[config.mk]
export PLATFORM = sky130hd
export DESIGN_NAME = size_class_bitmap_allocator_top
export DESIGN_NICKNAME = d
export VERILOG_FILES = /design/src/rtl/core/scba_pkg.sv /design/src/rtl/core/scba_ram.sv /design/src/rtl/core/scba_regs.sv /design/src/rtl/core/scba_decode.sv /design/src/rtl/core/size_class_bitmap_allocator_top.sv
export SDC_FILE = /design/constraint.sdc
export NUM_CORES = 2
export LEC_CHECK = 0
export BUFFER_PORTS_ARGS = -buffer_cell sky130_fd_sc_hd__buf_2
export CORE_MARGIN = 2
export CORE_UTILIZATION = 50
export CTS_BUF_LIST = sky130_fd_sc_hd__clkbuf_16
export DETAILED_ROUTE_END_ITERATION = 12
export PLACE_DENSITY = 0.67
export SLEW_MARGIN = 20
export SYNTH_ARGS = -nofsm -noshare
export SYNTH_HDL_FRONTEND = slang
export SYNTH_SLANG_ARGS = --single-unit
[constraint.sdc]
create_clock -name clk -period 7.4 [get_ports clk]
set_clock_uncertainty 0.05 [all_clocks]
set_input_delay 0 -clock clk [delete_from_list [all_inputs] [get_ports clk]]
set_output_delay 0 -clock clk [all_outputs]
set_load 0.01 [all_outputs]
[src/rtl/core/scba_pkg.sv]
// Shared types, codes and constants of the size-class bitmap allocator.
// Used by the register block, the request decoder and the top level.
package scba_pkg;

  localparam int unsigned MAX_ORDER_DEF = 4;
  localparam int unsigned HEAPS_DEF     = 8;

  localparam logic [4:0] SHIFT_MIN = 5'd8;
  localparam logic [4:0] SHIFT_MAX = 5'd20;
  localparam logic [4:0] SHIFT_RST = 5'd16;
  localparam logic [2:0] ORDER_RST = 3'd4;

  localparam logic ACT_ALLOC = 1'b0;
  localparam logic ACT_FREE  = 1'b1;

  typedef enum logic [1:0] {
    ST_OK   = 2'd0,
    ST_BAD  = 2'd1,
    ST_FULL = 2'd2
  } status_t;

  typedef enum logic {
    REG_PAGE_SHIFT = 1'b0,
    REG_MAX_ORDER  = 1'b1
  } reg_idx_t;

  typedef struct packed {
    logic [4:0] page_shift;
    logic [2:0] max_order;
  } cfg_t;

  typedef struct packed {
    logic       bad;
    logic [3:0] order;
    logic [3:0] per_shift;
    logic [4:0] blk_shift;
    logic [4:0] heap_shift;
  } req_info_t;

  function automatic logic [3:0] bit_len8(input logic [7:0] v);
    logic [3:0] len;
    len = 4'd0;
    for (int i = 0; i < 8; i++) begin
      if (v[i]) begin
        len = 4'(i + 1);
      end
    end
    return len;
  endfunction

endpackage

[src/rtl/core/scba_ram.sv]
// Generic simple dual-port RAM with one write port and a registered read port.
// Depends on nothing.
module scba_ram #(
  parameter int unsigned WIDTH = 16,
  parameter int unsigned DEPTH = 40,
  localparam int unsigned AW = (DEPTH > 1) ? $clog2(DEPTH) : 1
) (
  input  logic             clk,
  input  logic             we,
  input  logic [AW-1:0]    waddr,
  input  logic [WIDTH-1:0] wdata,
  input  logic [AW-1:0]    raddr,
  output logic [WIDTH-1:0] rdata
);

  logic [WIDTH-1:0] mem [DEPTH];

  always_ff @(posedge clk) begin
    if (we) begin
      mem[waddr] <= wdata;
    end
    rdata <= mem[raddr];
  end

endmodule

[src/rtl/core/scba_regs.sv]
// APB-style configuration registers: page shift and largest size class.
// Depends on scba_pkg.
module scba_regs (
  input  logic          clk,
  input  logic          rst,
  input  logic          psel,
  input  logic          penable,
  input  logic          pwrite,
  input  logic [2:0]    paddr,
  input  logic [31:0]   pwdata,
  output logic [31:0]   prdata,
  output logic          pready,
  output scba_pkg::cfg_t cfg
);
  import scba_pkg::*;

  reg_idx_t idx;
  logic     wr_en;

  assign idx    = reg_idx_t'(paddr[2]);
  assign wr_en  = psel & penable & pwrite;
  assign pready = 1'b1;

  always_ff @(posedge clk) begin
    if (rst) begin
      cfg.page_shift <= SHIFT_RST;
      cfg.max_order  <= ORDER_RST;
    end else if (wr_en) begin
      unique case (idx)
        REG_PAGE_SHIFT: cfg.page_shift <= pwdata[4:0];
        REG_MAX_ORDER:  cfg.max_order  <= pwdata[2:0];
      endcase
    end
  end

  always_comb begin
    unique case (idx)
      REG_PAGE_SHIFT: prdata = {27'd0, cfg.page_shift};
      REG_MAX_ORDER:  prdata = {29'd0, cfg.max_order};
    endcase
  end

endmodule

[src/rtl/core/scba_decode.sv]
// Request decoder: clamps the geometry, checks the size and finds the size class.
// Depends on scba_pkg.
module scba_decode #(
  parameter int unsigned MAX_ORDER = scba_pkg::MAX_ORDER_DEF
) (
  input  logic               action,
  input  logic [31:0]        request_size,
  input  logic [31:0]        free_bytes,
  input  scba_pkg::cfg_t     cfg,
  output scba_pkg::req_info_t info
);
  import scba_pkg::*;

  logic [4:0]  shift;
  logic [3:0]  mo;
  logic [4:0]  hs;
  logic [31:0] size;
  logic [31:0] sm1;
  logic [31:0] pm1;
  logic [3:0]  ord_raw;
  logic [3:0]  ord;

  always_comb begin
    shift = cfg.page_shift;
    if (shift < SHIFT_MIN) begin
      shift = SHIFT_MIN;
    end else if (shift > SHIFT_MAX) begin
      shift = SHIFT_MAX;
    end
    if ({1'b0, cfg.max_order} > 4'(MAX_ORDER)) begin
      mo = 4'(MAX_ORDER);
    end else begin
      mo = {1'b0, cfg.max_order};
    end
    hs      = shift + 5'(mo);
    size    = (action == ACT_FREE) ? free_bytes : request_size;
    sm1     = size - 32'd1;
    pm1     = sm1 >> shift;
    ord_raw = bit_len8(pm1[7:0]);
    ord     = (ord_raw > mo) ? mo : ord_raw;

    info.bad        = (size == 32'd0) || ((sm1 >> hs) != 32'd0);
    info.order      = ord;
    info.per_shift  = mo - ord;
    info.blk_shift  = shift + 5'(ord);
    info.heap_shift = hs;
  end

endmodule

[src/rtl/core/size_class_bitmap_allocator_top.sv]
// Top level of the size-class bitmap allocator: control sequencer, heap counts
// and the busy bitmap memory. Depends on scba_pkg, scba_regs, scba_decode, scba_ram.
//
//  channel   | handshake            | payload
//  ----------+----------------------+-----------------------------------------------
//  request   | start / busy         | action, request_size, free_addr, free_bytes
//  result    | done (one cycle)     | status, block_addr, block_bytes
//  config    | psel/penable/pwrite  | paddr, pwdata, prdata, pready
//
// An allocate request reads one bitmap word per cycle, one per open heap of its
// class, until it finds a free block or has read them all.
// A free request reads one bitmap word and writes it back; a rejected request
// writes nothing to the single bitmap memory.
// After reset the bitmap is cleared one word a cycle, all (MAX_ORDER+1)*HEAPS words,
// with busy high. Results cannot be held off by the receiver.
module size_class_bitmap_allocator_top #(
  parameter int unsigned MAX_ORDER = scba_pkg::MAX_ORDER_DEF,
  parameter int unsigned HEAPS     = scba_pkg::HEAPS_DEF
) (
  input  logic        clk,
  input  logic        rst,
  input  logic        psel,
  input  logic        penable,
  input  logic        pwrite,
  input  logic [2:0]  paddr,
  input  logic [31:0] pwdata,
  output logic [31:0] prdata,
  output logic        pready,
  input  logic        start,
  output logic        busy,
  input  logic        action,
  input  logic [31:0] request_size,
  input  logic [31:0] free_addr,
  input  logic [31:0] free_bytes,
  output logic        done,
  output logic [1:0]  status,
  output logic [31:0] block_addr,
  output logic [31:0] block_bytes
);
  import scba_pkg::*;

  localparam int unsigned WORDW = 1 << MAX_ORDER;
  localparam int unsigned DEPTH = (MAX_ORDER + 1) * HEAPS;
  localparam int unsigned AW    = (DEPTH > 1) ? $clog2(DEPTH) : 1;
  localparam int unsigned HW    = $clog2(HEAPS + 1);
  localparam int unsigned HIW   = (HEAPS > 1) ? $clog2(HEAPS) : 1;
  localparam int unsigned OW    = (MAX_ORDER > 0) ? $clog2(MAX_ORDER + 1) : 1;
  localparam int unsigned JW    = (MAX_ORDER > 0) ? MAX_ORDER : 1;

  typedef enum logic [2:0] {
    S_CLEAR,
    S_IDLE,
    S_LOOKUP,
    S_SCAN,
    S_FREE_WB
  } state_t;

  state_t     state, state_next;
  cfg_t       cfg;
  req_info_t  info_in, info_q;
  logic       act_q;
  logic [31:0] addr_q;

  logic [HW-1:0]  heaps_open [MAX_ORDER + 1];
  logic [HIW-1:0] heap, heap_next;
  logic [JW-1:0]  pidx, pidx_next;
  logic [AW-1:0]  clr_cnt, clr_next;

  logic        done_next;
  status_t     status_next;
  logic [31:0] baddr_next;
  logic [31:0] bbytes_next;

  logic          open_we;
  logic [HW-1:0] open_wval;

  logic             mem_we;
  logic [AW-1:0]    mem_waddr;
  logic [WORDW-1:0] mem_wdata;
  logic [AW-1:0]    mem_raddr;
  logic [WORDW-1:0] mem_rdata;

  logic [OW-1:0]    ord;
  logic [HW-1:0]    open_cur;
  logic [AW-1:0]    row_base;
  logic [31:0]      hidx32;
  logic [31:0]      pidx32;
  logic [WORDW-1:0] valid_bits;
  logic [WORDW-1:0] free_bits;
  logic [JW-1:0]    first_free;
  logic [31:0]      blk_bytes;

  scba_regs u_regs (
    .clk     (clk),
    .rst     (rst),
    .psel    (psel),
    .penable (penable),
    .pwrite  (pwrite),
    .paddr   (paddr),
    .pwdata  (pwdata),
    .prdata  (prdata),
    .pready  (pready),
    .cfg     (cfg)
  );

  scba_decode #(.MAX_ORDER(MAX_ORDER)) u_decode (
    .action       (action),
    .request_size (request_size),
    .free_bytes   (free_bytes),
    .cfg          (cfg),
    .info         (info_in)
  );

  scba_ram #(.WIDTH(WORDW), .DEPTH(DEPTH)) u_bitmap (
    .clk   (clk),
    .we    (mem_we),
    .waddr (mem_waddr),
    .wdata (mem_wdata),
    .raddr (mem_raddr),
    .rdata (mem_rdata)
  );

  assign busy      = (state != S_IDLE);
  assign ord       = info_q.order[OW-1:0];
  assign open_cur  = heaps_open[ord];
  assign row_base  = AW'(ord) * AW'(HEAPS);
  assign hidx32    = addr_q >> info_q.heap_shift;
  assign pidx32    = (addr_q >> info_q.blk_shift) & ((32'd1 << info_q.per_shift) - 32'd1);
  assign blk_bytes = 32'd1 << info_q.blk_shift;
  assign free_bits = ~mem_rdata & valid_bits;

  always_comb begin
    for (int i = 0; i < WORDW; i++) begin
      valid_bits[i] = ((32'(i) >> info_q.per_shift) == 32'd0);
    end
  end

  always_comb begin
    first_free = '0;
    for (int i = WORDW - 1; i >= 0; i--) begin
      if (free_bits[i]) begin
        first_free = JW'(i);
      end
    end
  end

  always_comb begin
    state_next  = state;
    heap_next   = heap;
    pidx_next   = pidx;
    clr_next    = clr_cnt;
    done_next   = 1'b0;
    status_next = ST_OK;
    baddr_next  = 32'd0;
    bbytes_next = 32'd0;
    open_we     = 1'b0;
    open_wval   = open_cur;
    mem_we      = 1'b0;
    mem_waddr   = row_base + AW'(heap);
    mem_wdata   = '0;
    mem_raddr   = row_base + AW'(heap);
    unique case (state)
      S_CLEAR: begin
        mem_we    = 1'b1;
        mem_waddr = clr_cnt;
        clr_next  = clr_cnt + AW'(1);
        if (clr_cnt == AW'(DEPTH - 1)) begin
          state_next = S_IDLE;
        end
      end
      S_IDLE: begin
        if (start) begin
          state_next = S_LOOKUP;
        end
      end
      S_LOOKUP: begin
        if (info_q.bad) begin
          done_next   = 1'b1;
          status_next = ST_BAD;
          state_next  = S_IDLE;
        end else if (act_q == ACT_ALLOC) begin
          heap_next  = '0;
          mem_raddr  = row_base;
          state_next = S_SCAN;
        end else if (hidx32 >= 32'(open_cur)) begin
          done_next   = 1'b1;
          status_next = ST_BAD;
          state_next  = S_IDLE;
        end else begin
          heap_next  = hidx32[HIW-1:0];
          pidx_next  = pidx32[JW-1:0];
          mem_raddr  = row_base + AW'(hidx32[HIW-1:0]);
          state_next = S_FREE_WB;
        end
      end
      S_SCAN: begin
        if (free_bits != '0) begin
          mem_we      = 1'b1;
          mem_wdata   = mem_rdata | (WORDW'(1) << first_free);
          done_next   = 1'b1;
          baddr_next  = ((32'(heap) << info_q.per_shift) | 32'(first_free))
                        << info_q.blk_shift;
          bbytes_next = blk_bytes;
          state_next  = S_IDLE;
        end else if (32'(heap) + 32'd1 < 32'(open_cur)) begin
          heap_next = heap + HIW'(1);
          mem_raddr = row_base + AW'(heap) + AW'(1);
        end else if (32'(open_cur) < 32'(HEAPS)) begin
          open_we     = 1'b1;
          open_wval   = open_cur + HW'(1);
          mem_we      = 1'b1;
          mem_waddr   = row_base + AW'(open_cur);
          mem_wdata   = WORDW'(1);
          done_next   = 1'b1;
          baddr_next  = (32'(open_cur) << info_q.per_shift) << info_q.blk_shift;
          bbytes_next = blk_bytes;
          state_next  = S_IDLE;
        end else begin
          done_next   = 1'b1;
          status_next = ST_FULL;
          state_next  = S_IDLE;
        end
      end
      S_FREE_WB: begin
        mem_we     = 1'b1;
        mem_wdata  = mem_rdata & ~(WORDW'(1) << pidx);
        done_next  = 1'b1;
        state_next = S_IDLE;
      end
      default: begin
        state_next = S_IDLE;
      end
    endcase
  end

  always_ff @(posedge clk) begin
    if (rst) begin
      state   <= S_CLEAR;
      clr_cnt <= '0;
      done    <= 1'b0;
      for (int o = 0; o <= MAX_ORDER; o++) begin
        heaps_open[o] <= HW'(1);
      end
    end else begin
      state   <= state_next;
      clr_cnt <= clr_next;
      done    <= done_next;
      if (open_we) begin
        heaps_open[ord] <= open_wval;
      end
    end
    if (state == S_IDLE && start) begin
      act_q  <= action;
      addr_q <= free_addr;
      info_q <= info_in;
    end
    heap        <= heap_next;
    pidx        <= pidx_next;
    status      <= status_next;
    block_addr  <= baddr_next;
    block_bytes <= bbytes_next;
  end

`ifndef NO_ASSERTIONS
  a_done_after_work: assert property (@(posedge clk) disable iff (rst)
    done |-> $past(busy))
    else $error("result issued without a request in progress");

  a_accept_goes_busy: assert property (@(posedge clk) disable iff (rst)
    (start && !busy) |=> busy)
    else $error("accepted request did not make the block busy");

  a_single_result: assert property (@(posedge clk) disable iff (rst)
    done |=> !done)
    else $error("more than one result for one request");

  a_error_zero_payload: assert property (@(posedge clk) disable iff (rst)
    (done && status != ST_OK) |-> (block_addr == 32'd0 && block_bytes == 32'd0))
    else $error("error result carries a nonzero address or size");
`endif

endmodule
==> impl_metrics.py <==
metrics = {
    "run_status": {
        "outcome": "complete, no violations",
    },
    "synthesis": {
        "synth.area.top_cells": "edfxtp_1 53%, mux2i_1 6.3%, dfxtp_1 5.0%, nand2_1 3.4%, a21oi_1 2.7%",
        "synthCells": 3485,
        "synth-seq-area-share_pct": 58.19,
        "synth-seq-cells": 833,
        "synth_flop_cell": "edfxtp_1",
        "synth.top_cell.area_share_pct": 53.19,
        "synth_most_common_cell": "edfxtp_1",
        "synth_commonest_cells": "730 x edfxtp_1, 375 x nand2_1, 261 x mux2i_1",
        "yosysTopAreaCell": "edfxtp_1",
        "yosys.cell_types.count": 101,
        "synthArstFlopShare_pct": 0,
        "syn_area_mm2": 0.04122,
        "yosysWarnings": 0,
        "synth-edff-count": 730,
        "avgSynthCellArea_um2": 11.83,
    },
    "critical_path": {
        "worstSetupEndpointType": "flop",
        "crit_end": "info_q[9]",
        "setup.worst_path.class": "input port to flop",
        "critical_path.max_fanout": 30,
        "crit_arrival_ns": 6.63,
        "cp.required_ns": 7.70,
        "cp.depth": 25,
        "rr_worst_depth": 19,
        "startpoint": "action",
        "start_kind": "input port",
        "max_stage_delay_ns": 0.71,
        "rrSetupSlack_ns": 1.08,
        "reg2reg_from": "info_q[1]",
        "worst-path-buf-inv": 2,
        "r2r_end": "u_bitmap.rdata[14]",
        "slowest_stage": "a222oi_1",
        "path_delay_family": "compound AO/OA/AOI/OAI gates",
    },
    "sta": {
        "period_minus_slack_ns": 6.337,
        "slew_viol_final": 0,
        "fin_setup_tns_ns": 0,
        "setup_ws_ns": 1.063,
        "fmax_mhz": 157.8,
        "finalHoldViolations": 0,
        "relSlewSlack_pct": 20.33,
        "finalCritPeriodShare_pct": 85.64,
        "grt_setup_unrepaired": "no",
        "tightest_slew_ns": 1.195,
        "finalSetupViolCount": 0,
    },
    "cells_and_area": {
        "drive_above_1_share_pct": 16.24,
        "fin_area_mm2": 0.04729,
        "area_delta_synth_final_pct": 14.74,
        "diodes": 0,
        "fill_cells": 6498,
        "fin_nets": 3890,
    },
    "power_and_ir_drop": {
        "p_clk_share_pct": 33.4,
        "switching_share_pct": 28.75,
        "leakage_nw": 16.21,
        "p_switching_w": 0.003437,
        "ir_drop_mv": 0.1928,
        "p_int_w": 0.008517,
        "combPwrFrac_pct": 18.3,
        "pwr-share-seq_pct": 48.2,
        "power.density_mw_per_mm2": 252.8,
    },
    "drt": {
        "wl_per_cell_um": 23.07,
        "via_count": 29891,
        "drc_errors": 0,
        "first_pass_iters": 6,
        "routed_wl_um": 112100,
        "antenna_left": 0,
        "vias_per_cell": 6.153,
        "drt_iter0_markers": 3694,
    },
    "global_routing": {
        "grt_antenna_before_repair": 0,
        "grt_use_total_pct": 25.83,
        "grt.overflow.total": 0,
        "grt_pass1_wl_um": 169200,
        "grt_max_degree": 67,
        "grt_pass1_vias": 28068,
    },
    "place": {
        "portBuffers": 181,
        "globalplace.congestion": 0.9627,
        "post-dp-hpwl_um": 73410,
        "dp_slack_ns": 0.5423,
        "place_area_mm2": 0.04364,
    },
    "clock_network": {
        "clkTransAtPathRegs_ns": 0.06,
        "clockBufferDepth": 3,
        "cts_buffers": 82,
        "h-tree-depth": 3,
        "postCtsResizedCells": 0,
        "cts_tree": "done",
        "cts_sinks": 833,
        "cts.root.buffer_cell": "clkbuf_16",
        "insertion_delay_ns": 0.66,
    },
    "min_path": {
        "holdCritPathClass": "input port to flop",
        "holdPathStages": 2,
    },
    "floorplan": {
        "die_w_um": 291.1,
        "io_pins": 239,
        "die_y_um": 291.1,
        "dieArea_mm2": 0.08475,
        "row_count": 105,
        "coreArea_mm2": 0.08185,
        "start_util_pct": 50.36,
    },
    "job": {
        "drv_cap": 0,
    },
}
-- timing repair --
item	4_1_cts	5_1_grt
buffers inserted	0	0
hold buffers	78	0
hold endpoints to repair	51	0
-- per-layer routing --
metal / wire (um) / GRT usage [%] / vias to the layer above
li1: - / - / 13736
met1: 49610 / 38.54 / 14638
met2: 50120 / 39.11 / 1360
met3: 9840 / 4.115 / 157
met4: 2483 / 7.355 / 0
met5: 0 / 0 / -
-- stage by stage --
stage | std cells | hold WS (ns) | utilization (%) | total power (W)
CTS | 4848 | 0.006553 | 57.44 | 0.01197
global placement | 4619 | 0.1279 | 53.25 | 0.007942
finish | 4858 | 0.03877 | 57.78 | 0.01195
detailed placement | 4621 | 0.1282 | 53.32 | 0.007969
global route | 4858 | 0.03892 | 57.78 | 0.01240
floorplan | 3512 | -0.007077 | - | 0.007259
-- cell families (layout without fill, tap and decap cells) --
| kind of cell | count (synthesis) | after routing | share of synthesized area, % |
|---|---|---|---|
| AND/OR/NAND/NOR | 1018 | 1018 | 11.51 |
| AO/OA/AOI/OAI | 852 | 852 | 13.69 |
| flip-flops | 833 | 833 | 58.19 |
| multiplexers | 401 | 401 | 11.48 |
| buffers and inverters | 309 | 585 | 3.306 |
| XOR/XNOR | 41 | 41 | 0.8712 |
| adder cells (fa/ha/maj) | 29 | 29 | 0.9350 |
| other | 2 | 29 | 0.01822 |
-- power groups by stage --
stage                     logic [W]  clock network [W]  registers [W]
after CTS                   0.00215            0.00406        0.00576
after floorplan             0.00151                  0        0.00575
after global routing        0.00237            0.00423        0.00580
final                       0.00219            0.00400        0.00577
after global placement      0.00209                  0        0.00585
after detailed placement    0.00211                  0        0.00586
-- worst min path at each step --
stage / start / end / slack (ns)
finish: free_addr[30] / addr_q[30] / 0.04
global route: free_addr[26] / addr_q[26] / 0.04
CTS: psel / u_regs.cfg[5] / 0.007
detailed placement: free_addr[22] / addr_q[22] / 0.13
global placement: free_addr[1] / addr_q[1] / 0.13
floorplan: paddr[2] / prdata[4] / -0.007
-- placed cells by master, fill, tap and decap left out, types with 90 or more instances in the layout --
master / n
mux2i_1: 261
nand2_1: 374
o21ai_0: 123
buf_2: 181
mux2_2: 90
nor2_1: 245
buf_4: 100
a21oi_1: 211
edfxtp_1: 730
dfxtp_1: 103
-- state kept, by name (all words and copies together) (netlist names), 4 cells and up, named ones only --
register and count:
info_q 18, u_bitmap.mem 640, u_regs.cfg 8, pidx 4, u_bitmap.rdata 16, block_addr 32
block_bytes 32, clr_cnt 6, addr_q 32, heaps_open 32
-- cell type report --
cell class                      count  area (um^2)  area share, %
Clock inverter                     65        494.2          1.045
Multi-Input combinational cell   2370        16200          34.25
Tap cell                         1070         1339          2.831
Sequential cell                   833        23980          50.71
Inverter                           55        207.7         0.4392
Timing Repair Buffer              381         2968          6.275
Clock buffer                       84         2102          4.445
No activity file was read; power rests on OpenSTA's default activity.
